==> src/hw/rtl/dsv_pkg.sv <==
// ----------------------------------------------------------------------------
// dsv_pkg
// Shared types, character codes, status codes and the month length table of
// the date string validator.
// ----------------------------------------------------------------------------
package dsv_pkg;

   localparam int unsigned CharWidth   = 8;
   localparam int unsigned DayWidth    = 7;
   localparam int unsigned MonthWidth  = 7;
   localparam int unsigned YearWidth   = 14;
   localparam int unsigned StatusWidth = 3;

   localparam logic [CharWidth-1:0] CHAR_SLASH = 8'h2F;
   localparam logic [CharWidth-1:0] CHAR_ZERO  = 8'h30;
   localparam logic [CharWidth-1:0] CHAR_NINE  = 8'h39;

   localparam logic [DayWidth-1:0]   DAY_MAX   = 7'd127;
   localparam logic [MonthWidth-1:0] MONTH_MAX = 7'd127;
   localparam logic [YearWidth-1:0]  YEAR_MAX  = 14'd16383;
   localparam logic [YearWidth-1:0]  YEAR_LIMIT   = 14'd9999;
   localparam logic [MonthWidth-1:0] MONTH_LIMIT  = 7'd12;
   localparam logic [MonthWidth-1:0] MONTH_FEB    = 7'd2;
   localparam logic [DayWidth-1:0]   DAY_LEAP_FEB = 7'd29;

   // Field indexes in field_seen
   localparam int unsigned FIELD_DAY   = 0;
   localparam int unsigned FIELD_MONTH = 1;
   localparam int unsigned FIELD_YEAR  = 2;

   localparam logic [StatusWidth-1:0] STATUS_VALID       = 3'd0;
   localparam logic [StatusWidth-1:0] STATUS_FEW_SLASH   = 3'd1;
   localparam logic [StatusWidth-1:0] STATUS_BAD_CHAR    = 3'd2;
   localparam logic [StatusWidth-1:0] STATUS_MANY_SLASH  = 3'd3;
   localparam logic [StatusWidth-1:0] STATUS_EMPTY_FIELD = 3'd4;
   localparam logic [StatusWidth-1:0] STATUS_BAD_YEAR    = 3'd5;
   localparam logic [StatusWidth-1:0] STATUS_BAD_MONTH   = 3'd6;
   localparam logic [StatusWidth-1:0] STATUS_BAD_DAY     = 3'd7;

   // Accumulated parse state. The last two decimal digits of the year and the
   // hundreds part mod 4 are kept beside the value, so the leap test needs
   // no division.
   typedef struct packed {
      logic [1:0]            slash_count;
      logic [DayWidth-1:0]   day_value;
      logic [MonthWidth-1:0] month_value;
      logic [YearWidth-1:0]  year_value;
      logic [3:0]            year_tens;
      logic [3:0]            year_ones;
      logic [1:0]            year_hund_mod4;
      logic [2:0]            field_seen;
      logic                  bad_char_seen;
   } acc_type;

   function automatic logic [DayWidth-1:0] month_len(input logic [3:0] month);
      logic [DayWidth-1:0] len;
      case (month)
         4'd1, 4'd3, 4'd5, 4'd7, 4'd8, 4'd10, 4'd12: len = 7'd31;
         4'd4, 4'd6, 4'd9, 4'd11:                    len = 7'd30;
         4'd2:                                       len = 7'd28;
         default:                                    len = 7'd0;
      endcase
      return len;
   endfunction

endpackage

==> src/hw/rtl/dsv_field_acc.sv <==
// ----------------------------------------------------------------------------
// dsv_field_acc
// Parse state of the date text: slash count, saturating field values, field
// presence and bad character flag. Shows the state after the current beat.
// ----------------------------------------------------------------------------
module dsv_field_acc
   import dsv_pkg::*;
(
   input  logic                 clock,
   input  logic                 reset,
   input  logic                 step_valid,
   input  logic [CharWidth-1:0] step_char,
   input  logic                 step_last,
   output acc_type              acc_next
);

   acc_type acc_ff;
   acc_type acc_in;

   logic         is_slash;
   logic         is_digit;
   logic [3:0]   digit;
   logic [1:0]   field_idx;
   logic [10:0]  day_push;
   logic [10:0]  month_push;
   logic [17:0]  year_push;

   always_comb begin
      is_slash  = (step_char == CHAR_SLASH);
      is_digit  = (step_char >= CHAR_ZERO) && (step_char <= CHAR_NINE);
      digit     = step_char[3:0];
      field_idx = acc_ff.slash_count[1] ? 2'd2 : acc_ff.slash_count;

      day_push   = {1'b0, acc_ff.day_value, 3'b000} + {3'b000, acc_ff.day_value, 1'b0}
                 + {7'd0, digit};
      month_push = {1'b0, acc_ff.month_value, 3'b000} + {3'b000, acc_ff.month_value, 1'b0}
                 + {7'd0, digit};
      year_push  = {1'b0, acc_ff.year_value, 3'b000} + {3'b000, acc_ff.year_value, 1'b0}
                 + {14'd0, digit};

      acc_next = acc_ff;
      if (is_slash) begin
         if (acc_ff.slash_count != 2'd3) begin
            acc_next.slash_count = acc_ff.slash_count + 2'd1;
         end
      end else begin
         acc_next.field_seen[field_idx] = 1'b1;
         if (!is_digit) begin
            acc_next.bad_char_seen = 1'b1;
         end else if (field_idx == 2'd0) begin
            acc_next.day_value = (day_push > {4'd0, DAY_MAX}) ? DAY_MAX
                               : day_push[DayWidth-1:0];
         end else if (field_idx == 2'd1) begin
            acc_next.month_value = (month_push > {4'd0, MONTH_MAX}) ? MONTH_MAX
                                 : month_push[MonthWidth-1:0];
         end else begin
            acc_next.year_value = (year_push > {4'd0, YEAR_MAX}) ? YEAR_MAX
                                : year_push[YearWidth-1:0];
            // hundreds mod 4 advances as (10 * h + tens) mod 4
            acc_next.year_hund_mod4 = {acc_ff.year_hund_mod4[0], 1'b0}
                                    + acc_ff.year_tens[1:0];
            acc_next.year_tens = acc_ff.year_ones;
            acc_next.year_ones = digit;
         end
      end

      acc_in = acc_ff;
      if (step_valid) begin
         acc_in = step_last ? '0 : acc_next;
      end
   end

   always_ff @(posedge clock) begin
      if (reset) begin
         acc_ff <= '0;
      end else begin
         acc_ff <= acc_in;
      end
   end

`ifndef SYNTHESIS
   a_clear_after_last: assert property (@(posedge clock) disable iff (reset)
      (step_valid && step_last) |=> (acc_ff == '0))
      else $error("parse state not cleared after last beat");

   a_month_needs_slash: assert property (@(posedge clock) disable iff (reset)
      acc_ff.field_seen[FIELD_MONTH] |-> (acc_ff.slash_count != 2'd0))
      else $error("month field seen before first slash");

   a_year_needs_slashes: assert property (@(posedge clock) disable iff (reset)
      acc_ff.field_seen[FIELD_YEAR] |-> acc_ff.slash_count[1])
      else $error("year field seen before second slash");
`endif

endmodule

==> src/hw/rtl/dsv_status.sv <==
// ----------------------------------------------------------------------------
// dsv_status
// Priority check of a finished parse state into one status code.
// ----------------------------------------------------------------------------
module dsv_status
   import dsv_pkg::*;
(
   input  acc_type                acc,
   output logic [StatusWidth-1:0] status
);

   logic                is_leap;
   logic                div100;
   logic [DayWidth-1:0] day_limit;

   always_comb begin
      div100  = (acc.year_tens == 4'd0) && (acc.year_ones == 4'd0);
      is_leap = (div100 && (acc.year_hund_mod4 == 2'd0))
             || ((acc.year_value[1:0] == 2'b00) && !div100);

      day_limit = month_len(acc.month_value[3:0]);
      if ((acc.month_value == MONTH_FEB) && is_leap) begin
         day_limit = DAY_LEAP_FEB;
      end

      if (!acc.slash_count[1]) begin
         status = STATUS_FEW_SLASH;
      end else if (acc.bad_char_seen) begin
         status = STATUS_BAD_CHAR;
      end else if (acc.slash_count == 2'd3) begin
         status = STATUS_MANY_SLASH;
      end else if (acc.field_seen != 3'b111) begin
         status = STATUS_EMPTY_FIELD;
      end else if (acc.year_value > YEAR_LIMIT) begin
         status = STATUS_BAD_YEAR;
      end else if ((acc.month_value == '0) || (acc.month_value > MONTH_LIMIT)) begin
         status = STATUS_BAD_MONTH;
      end else if ((acc.day_value == '0) || (acc.day_value > day_limit)) begin
         status = STATUS_BAD_DAY;
      end else begin
         status = STATUS_VALID;
      end
   end

endmodule

==> src/hw/rtl/date_string_validator_top.sv <==
// ----------------------------------------------------------------------------
// date_string_validator_top
// Stream checker for dd/mm/yyyy date text, one character per beat.
// ----------------------------------------------------------------------------
// Feed the date text one ASCII character per beat on the req_ stream and mark
// the final character with req_tlast. The block takes one beat every cycle
// unless a held response stalls it: a character is captured in an input
// register, then folded into the parse state (slash count, saturating day,
// month and year values, field presence, bad character flag), and on the
// last beat the status is checked and loaded into the rsp_ output register
// at the same edge that folds that character. Only the last beat produces
// a response; the parse state clears right after it, so the next date can
// follow without a gap. Status codes, checked in this order: 1 fewer than
// two slashes, 2 bad character, 3 more than two slashes, 4 empty field, 5
// year over 9999, 6 month outside 1..12, 7 day outside the month's length
// (February has 29 days in leap years), 0 valid. A held response stalls the
// input only when a further last beat reaches the parse stage.
module date_string_validator_top
   import dsv_pkg::*;
(
   input  logic       clock,
   input  logic       reset,
   input  logic       req_tvalid,
   output logic       req_tready,
   input  logic [7:0] req_tdata,   // [7:0] text_char
   input  logic       req_tlast,   // end_of_text
   output logic       rsp_tvalid,
   input  logic       rsp_tready,
   output logic [7:0] rsp_tdata    // [2:0] date_status, [3] date_ok, [7:4] zero
);

   // Input register
   logic                 in_valid_ff, in_valid_in;
   logic [CharWidth-1:0] in_char_ff,  in_char_in;
   logic                 in_last_ff,  in_last_in;

   // Output register
   logic                   rsp_valid_ff,  rsp_valid_in;
   logic [StatusWidth-1:0] rsp_status_ff, rsp_status_in;
   logic                   rsp_ok_ff,     rsp_ok_in;

   logic                   advance;
   acc_type                acc_next;
   logic [StatusWidth-1:0] status;

   // Advance the captured beat unless it needs the output slot and that slot
   // is still held by the consumer.
   assign advance    = in_valid_ff && (!in_last_ff || !rsp_valid_ff || rsp_tready);
   assign req_tready = !in_valid_ff || advance;

   dsv_field_acc u_field_acc (
      .clock      (clock),
      .reset      (reset),
      .step_valid (advance),
      .step_char  (in_char_ff),
      .step_last  (in_last_ff),
      .acc_next   (acc_next)
   );

   dsv_status u_status (
      .acc    (acc_next),
      .status (status)
   );

   always_comb begin
      in_valid_in = in_valid_ff;
      in_char_in  = in_char_ff;
      in_last_in  = in_last_ff;
      if (req_tready) begin
         in_valid_in = req_tvalid;
         in_char_in  = req_tdata;
         in_last_in  = req_tlast;
      end

      rsp_valid_in  = rsp_valid_ff && !rsp_tready;
      rsp_status_in = rsp_status_ff;
      rsp_ok_in     = rsp_ok_ff;
      if (advance && in_last_ff) begin
         rsp_valid_in  = 1'b1;
         rsp_status_in = status;
         rsp_ok_in     = (status == STATUS_VALID);
      end
   end

   always_ff @(posedge clock) begin
      if (reset) begin
         in_valid_ff  <= 1'b0;
         rsp_valid_ff <= 1'b0;
      end else begin
         in_valid_ff  <= in_valid_in;
         rsp_valid_ff <= rsp_valid_in;
      end
      in_char_ff    <= in_char_in;
      in_last_ff    <= in_last_in;
      rsp_status_ff <= rsp_status_in;
      rsp_ok_ff     <= rsp_ok_in;
   end

   assign rsp_tvalid = rsp_valid_ff;
   assign rsp_tdata  = {4'b0000, rsp_ok_ff, rsp_status_ff};

`ifndef SYNTHESIS
   a_ok_matches_status: assert property (@(posedge clock) disable iff (reset)
      rsp_valid_ff |-> (rsp_ok_ff == (rsp_status_ff == STATUS_VALID)))
      else $error("date_ok disagrees with date_status");

   a_rsp_from_last: assert property (@(posedge clock) disable iff (reset)
      $rose(rsp_valid_ff) |-> $past(advance && in_last_ff))
      else $error("response raised without a last beat");

   a_no_overwrite: assert property (@(posedge clock) disable iff (reset)
      (rsp_valid_ff && !rsp_tready) |=> ($stable(rsp_status_ff) && $stable(rsp_ok_ff)))
      else $error("held response overwritten");
`endif

endmodule

==> config.mk <==
export PLATFORM = sky130hd
export DESIGN_NAME = date_string_validator_top
export DESIGN_NICKNAME = d
export VERILOG_FILES = /design/src/hw/rtl/dsv_pkg.sv /design/src/hw/rtl/dsv_field_acc.sv /design/src/hw/rtl/dsv_status.sv /design/src/hw/rtl/date_string_validator_top.sv
export SDC_FILE = /design/constraint.sdc
export NUM_CORES = 1
export LEC_CHECK = 0
export BUFFER_PORTS_ARGS = -buffer_cell sky130_fd_sc_hd__buf_2
export CAP_MARGIN = 30
export CORE_ASPECT_RATIO = 1.75
export CORE_UTILIZATION = 30
export CTS_CLUSTER_DIAMETER = 50
export DETAILED_ROUTE_END_ITERATION = 7
export GPL_TIMING_DRIVEN = 0
export PLACE_DENSITY_LB_ADDON = 0.1
export RECOVER_POWER = 50
export SETUP_SLACK_MARGIN = 0.4
export SLEW_MARGIN = 10
export SYNTH_ARGS = -nofsm -noshare
export SYNTH_HDL_FRONTEND = slang
export SYNTH_SLANG_ARGS = --single-unit
==> constraint.sdc <==
create_clock -name clock -period 12.1 [get_ports clock]
set_input_delay 1.21 -clock clock [delete_from_list [all_inputs] [get_ports clock]]
set_output_delay 1.21 -clock clock [all_outputs]
set_load 0.005 [all_outputs]
# [Word-level counts from Yosys, hierarchy flattened]
# Memory sizes are Yosys's and may differ from the RTL's.
# Index checks and enable logic that the tools add are counted.
[op_classes] add_sub_neg=8 order_cmp=10 n_eq_ne=6 muxes=25 n_bitwise=1 reduce_logical=28
[ops] operator="$mux 44" n=1
[ops] operator="$mux 42" n=1
[ops] operator="$mux 38" n=1
[ops] operator="$mux 7" n=5
[ops] operator="$mux 31" n=1
[ops] operator="$mux 24" n=1
[ops] operator="$add 10x8->11" n=2
[ops] operator="$add 11x4->11" n=2
[ops] operator="$gt 11x7->1 const B" n=2
[ops] operator="$mux 3" n=7
[ops] operator="$add 17x15->18" n=1
[ops] operator="$add 18x4->18" n=1
[ops] operator="$gt 18x14->1 const B" n=1
[ops] operator="$gt 14x14->1 const B" n=1
[ops] operator="$logic_not 7->1" n=2
[ops] operator="$mux 14" n=1
[ops] operator="$logic_and 1x1->1" n=9
[ops] operator="$eq 8x6->1 const B" n=1
[ops] operator="$ge 8x6->1 const B" n=1
[ops] operator="$le 8x6->1 const B" n=1
[ops] operator="$logic_not 4->1" n=2
[ops] operator="$eq 7x2->1 const B" n=1
[ops] operator="$gt 7x4->1 const B" n=1
[ops] operator="$gt 7x7->1" n=1
[ops] operator="16 further kinds" n=31
[word_totals] ff_bits=59 romBits=80 output_inout_bits=10 memories=1
[memory_table] memory="(no name shown)" depth=16 width=5 rd=1 rd_ports_with_merged_regs=0 wr=0 line="dsv_pkg.sv:57" text="case (month)"

# [Depth between registers and ports, before layout]
[depth] depth_word=25 ltp_mapped=25

# [Modules after synthesis]
# From an unflattened synthesis, not the netlist that was laid out.
[unflattened] hier_cells=560 hier_area_um2=4822.1
[by_module_without_submodules] mod="dsv_field_acc" instances=1 cells_per_inst=479 area_per_inst_um2=3915.0 seq_area_each_um2=880.8
[by_module_without_submodules] mod="date_string_validator_top" instances=1 cells_per_inst=31 area_per_inst_um2=546.8 seq_area_each_um2=430.4
[by_module_without_submodules] mod="dsv_status" instances=1 cells_per_inst=50 area_per_inst_um2=360.3 seq_area_each_um2=0.0

# [Least setup slack after synthesis]
# Ideal clock, no wire load.
[synth_path] path_type="flip-flop to flip-flop" from="reg in_char_ff[3]" to="reg rsp_status_ff[1], data pin" arrival_time_ps=4926 required_ps=11836 setup_slack_ps=6910 path_stages_with_launch=24 period_less_slack_ps=5190 cell_sequence="edfxtp_1 -> inv_1 -> fa_1 -> fa_1 -> nand2b_1 -> a211oi_2 -> o21a_1 -> a211oi_1 -> a311o_1 -> nor4_4 -> a41oi_1 -> o21ai_0 -> o41ai_1 -> o21ai_0 -> ha_1 -> inv_1 -> a21o_1 -> a31o_2 -> a211o_1 -> o21ai_0 -> a221o_1 -> nand4_4 -> a221oi_2 -> a211oi_2"
[synth_via] elab_chain_len=21 elab_cells_between_ends=50
[synth_rtl] item="start: declaration" line="date_string_validator_top.sv:34" text="logic [CharWidth-1:0] in_char_ff, in_char_in;"
[synth_rtl] item="start signal: assignment" line="date_string_validator_top.sv:93" text="in_char_ff <= in_char_in;"
[synth_rtl] item="$add 18x4->18" line="dsv_field_acc.sv:39" text="+ {14'd0, digit};"
[synth_rtl] item="$gt 18x14->1" line="dsv_field_acc.sv:57" text="acc_next.year_value = (year_push > {4'd0, YEAR_MAX}) ? YEAR_MAX"
[synth_rtl] item="$mux 14" line="dsv_field_acc.sv:57"
[synth_rtl] item="$mux 24" line="dsv_field_acc.sv:53" text="end else if (field_idx == 2'd1) begin"
[synth_rtl] item="$mux 31" line="dsv_field_acc.sv:50" text="end else if (field_idx == 2'd0) begin"
[synth_rtl] item="$mux 38" line="dsv_field_acc.sv:48" text="if (!is_digit) begin"
[synth_rtl] item="$mux 42" line="dsv_field_acc.sv:42" text="if (is_slash) begin"
[synth_rtl] item="$logic_not 2->1" line="dsv_status.sv:19" text="|| ((acc.year_value[1:0] == 2'b00) && !div100);"
[synth_rtl] item="(+6 left out)"
[synth_rtl] item="$mux 3" line="dsv_status.sv:38" text="end else if ((acc.day_value == '0) || (acc.day_value > day_limit)) begin"
[synth_rtl] item="$mux 3" line="dsv_status.sv:36" text="end else if ((acc.month_value == '0) || (acc.month_value > MONTH_LIMIT)) begin"
[synth_rtl] item="$mux 3" line="dsv_status.sv:34" text="end else if (acc.year_value > YEAR_LIMIT) begin"
[synth_rtl] item="$mux 3" line="dsv_status.sv:32" text="end else if (acc.field_seen != 3'b111) begin"
[synth_rtl] item="$mux 3" line="dsv_status.sv:30" text="end else if (acc.slash_count == 2'd3) begin"
[synth_rtl] item="$mux 3" line="dsv_status.sv:28" text="end else if (acc.bad_char_seen) begin"
[synth_rtl] item="$mux 3 *" line="dsv_status.sv:26" text="if (!acc.slash_count[1]) begin"
[synth_rtl] item="net status[1]" line="date_string_validator_top.sv:44" text="logic [StatusWidth-1:0] status;"
[synth_rtl] item="end signal: assignment" line="date_string_validator_top.sv:95" text="rsp_status_ff <= rsp_status_in;"
[synth_rtl] item="end: declaration" line="date_string_validator_top.sv:39" text="logic [StatusWidth-1:0] rsp_status_ff, rsp_status_in;"
# The timed path passes the listed nets; every way through them passes the cells marked *.
# A chain may end at the register's enable or synchronous reset.

# [Worst setup path in the final report]
# Ends and elaborated chain as after synthesis.

==> flow_summary.json <==
{
  "start_util_pct": 30.7,
  "synth-main-ff-cell": "dfxtp_1",
  "wl_per_cell_microns": 18.1,
  "layout.nets": 695,
  "layout.cells.most_common": "nor2_1",
  "finalCritPeriodShare_pct": 52.5,
  "grt_pass1_wl_microns": 24100,
  "path_buf_inv": 2,
  "fill_cells": 1710,
  "layout_common_cells": "nor2_1, a21oi_1, ha_1",
  "critPathMaxStageDelay_ps": 600,
  "clk_pin_slew_worst_paths_ps": 50,
  "worst_slack_ps": 5750,
  "dr.pass1.iters": 6,
  "die_height_microns": 171,
  "status": "finished with violations",
  "syn_to_final_growth_pct": 13.1,
  "end_kind": "flip-flop",
  "ys_seq_area_share_pct": 26.9,
  "cp_data_arrival_time_ps": 6430,
  "die_x_microns": 98.3,
  "yosys_warnings": 0,
  "grt_pass1_vias": 4759,
  "grt_max_degree": 12,
  "crit_required_ps": 12180,
  "ir_drop_uv": 65.9,
  "worstPathMaxFanout": 6,
  "yosys.area.top_type_share_pct": 18.9,
  "placed_cell_area_sq_um": 5200,
  "cts_tree": "yes",
  "initialDrtViolationCount": 243,
  "seq_area_sq_um": 1310,
  "diodes": 0,
  "path_delay_family": "compound AO/OA/AOI/OAI gates",
  "synth_area_per_cell_sq_um": 8.27,
  "multi_input_area_sq_um": 3290,
  "dp_slack_ps": 5720,
  "grt_overflow_total": 0,
  "cp-start-kind": "flip-flop",
  "cp_cell_sequence": "inv_1, fa_1, fa_1, nand2b_1, a211oi_2, o21a_1, a211oi_1, a311o_1, nor4_4, a41oi_1, o21ai_0, o41ai_1, o21ai_0, ha_1, inv_1, a21o_1, a31o_2, a211o_1, o21ai_0, a221o_1, nand4_4, a221oi_2, a211oi_2",
  "path_class": "reg2reg",
  "synth_edf_count": 13,
  "place_congestion": 0.869,
  "io_pins": 23,
  "layout-drive-gt1-share_pct": 10.4,
  "dpl.hpwl_microns": 11600,
  "die_area_sq_um": 16800,
  "crit_path_frequent_cell": "o21ai_0",
  "vias": 4588,
  "postSynthRegisterBits": 59,
  "port_buffers": 17,
  "ant_nets": 0,
  "regToRegSetupSlack_ps": 5750,
  "track_usage_pct": 18.5,
  "p_per_area_nw_per_um2": 92.8,
  "num_rows": 61,
  "clockBufferDepth": 2,
  "hold_class": "reg2reg",
  "cts.sinks": 59,
  "setup_viol_count_final": 0,
  "insertion_delay_ps": 340,
  "clockRootBuffer": "clkbuf_16",
  "drcViolationCount": 1,
  "synth_area_leaders": "dfxtp_1, ha_1, edfxtp_1",
  "cts_resized": 0,
  "grt_setup_unrepaired": "no",
  "critPathSlowestCell": "edfxtp_1",
  "ys_types": 77,
  "timing.fmax_mhz": 157,
  "max_cap_viol_count": 0,
  "ys_async_sr_fraction_pct": 0,
  "grt_antenna_before_repair": 0,
  "final_area_sq_um": 5510,
  "maxSlewViolCount": 0,
  "timing.setup.tns_ps": 0,
  "min_period_ps": 6350,
  "final.setup_skew_ps": 9.18,
  "viasPerCell": 5.64,
  "tightestPinTransition_ps": 752,
  "cts-htree-levels": 3,
  "hold_viol": 0,
  "final-instance-count-excl-fill": 814,
  "syn_inst": 589,
  "core_region_area_sq_um": 15900,
  "synth_top_cell_by_area": "dfxtp_1",
  "post_cts_buffers": 0,
  "power.leakage_nw": 2.39,
  "max_slew_margin_pct": 49.7,
  "cts_buffers": 9,
  "violations": "DRC",
  "postCtsHoldBufs": 0,
  "syn-cell-area_sq_um": 4870,
  "utilization_pct": 34.7,
  "place_inst": 798,
  "routed_wl_microns": 14800
}
## kinds of logic after synthesis
| group | count (synthesis) | synth area share [%] |
|---|---|---|
| xor+xnor | 14 | 2.52 |
| mux | 1 | 0.205 |
| simple gates | 204 | 22.0 |
| flops | 59 | 26.9 |
| compound gates | 184 | 25.9 |
| other cells | 1 | 0.0770 |
| buf+inv | 64 | 5.50 |
| fa+ha+maj | 62 | 16.8 |
## cell type report
type | count | area share [%]
inverter | 31 | 2.11
tap | 189 | 4.29
timing repair buffer | 17 | 1.48
buffer | 33 | 2.75
sequential | 59 | 23.8
multi-input combinational | 469 | 59.8
clock buffer | 9 | 4.09
clock inverter | 7 | 1.68
## metal layers
layer  track usage (%)  share of wire, %  up-vias
met2              36.9                57       91
met1              18.4                37     2214
met5                 0                 0        -
met4              9.86               3.8        0
li1                  -                 -     2248
met3              1.80               2.2       35
## registers in the layout (all words and copies together), names as in the netlist
name and cells:
rsp_status_ff 3, rsp_tvalid 1, in_char_ff 8, in_valid_ff 1, u_field_acc.acc_ff 44, rsp_ok_ff 1
in_last_ff 1
## power breakdown
part / internal [W] / switching [W]
registers: 0.000204 / 0.00000379
clock network: 0.000179 / 0.0000972
logic: 0.00000911 / 0.0000182
total: 0.000392 / 0.000119
## cell usage after synthesis (6+ instances only)
cell,number
ha_1,56
nor2_1,64
a21oi_1,57
nand3_1,13
buf_2,7
xnor2_1,8
clkbuf_1,21
xor2_1,6
nand2_1,39
a211oi_1,6
dfxtp_1,46
nor4_1,8
o21ai_0,27
edfxtp_1,13
nor3_1,21
nand2b_1,8
a31oi_1,10
fa_1,6
inv_1,31
nand4_1,6
a22oi_1,20
a21o_1,11
## tightest hold or removal path, cell delays in order, from the launching register on
cell and delay (ps):
dfxtp_1 330, nand2_1 60, a21oi_1 50
## stage by stage
step | power [W] | hold WS (ps)
3_3_place_gp | 0.000239 | 470
4_1_cts | 0.000517 | 497
2_1_floorplan | 0.000227 | 449
5_1_grt | 0.000526 | 508
6_report | 0.000511 | 491
3_5_place_dp | 0.000239 | 488
## final timing paths
| check | from | cells past startpoint | to |
|---|---|---|---|
| worst max-delay path | in_char_ff[3] | 23 | rsp_status_ff[1] |
| worst min-delay path | u_field_acc.acc_ff[16] | 2 | u_field_acc.acc_ff[16] |
| worst max register to register | in_char_ff[3] | 23 | rsp_status_ff[1] |
| worst min register to register | u_field_acc.acc_ff[16] | 2 | u_field_acc.acc_ff[16] |
No activity file was read; power rests on OpenSTA's default activity.
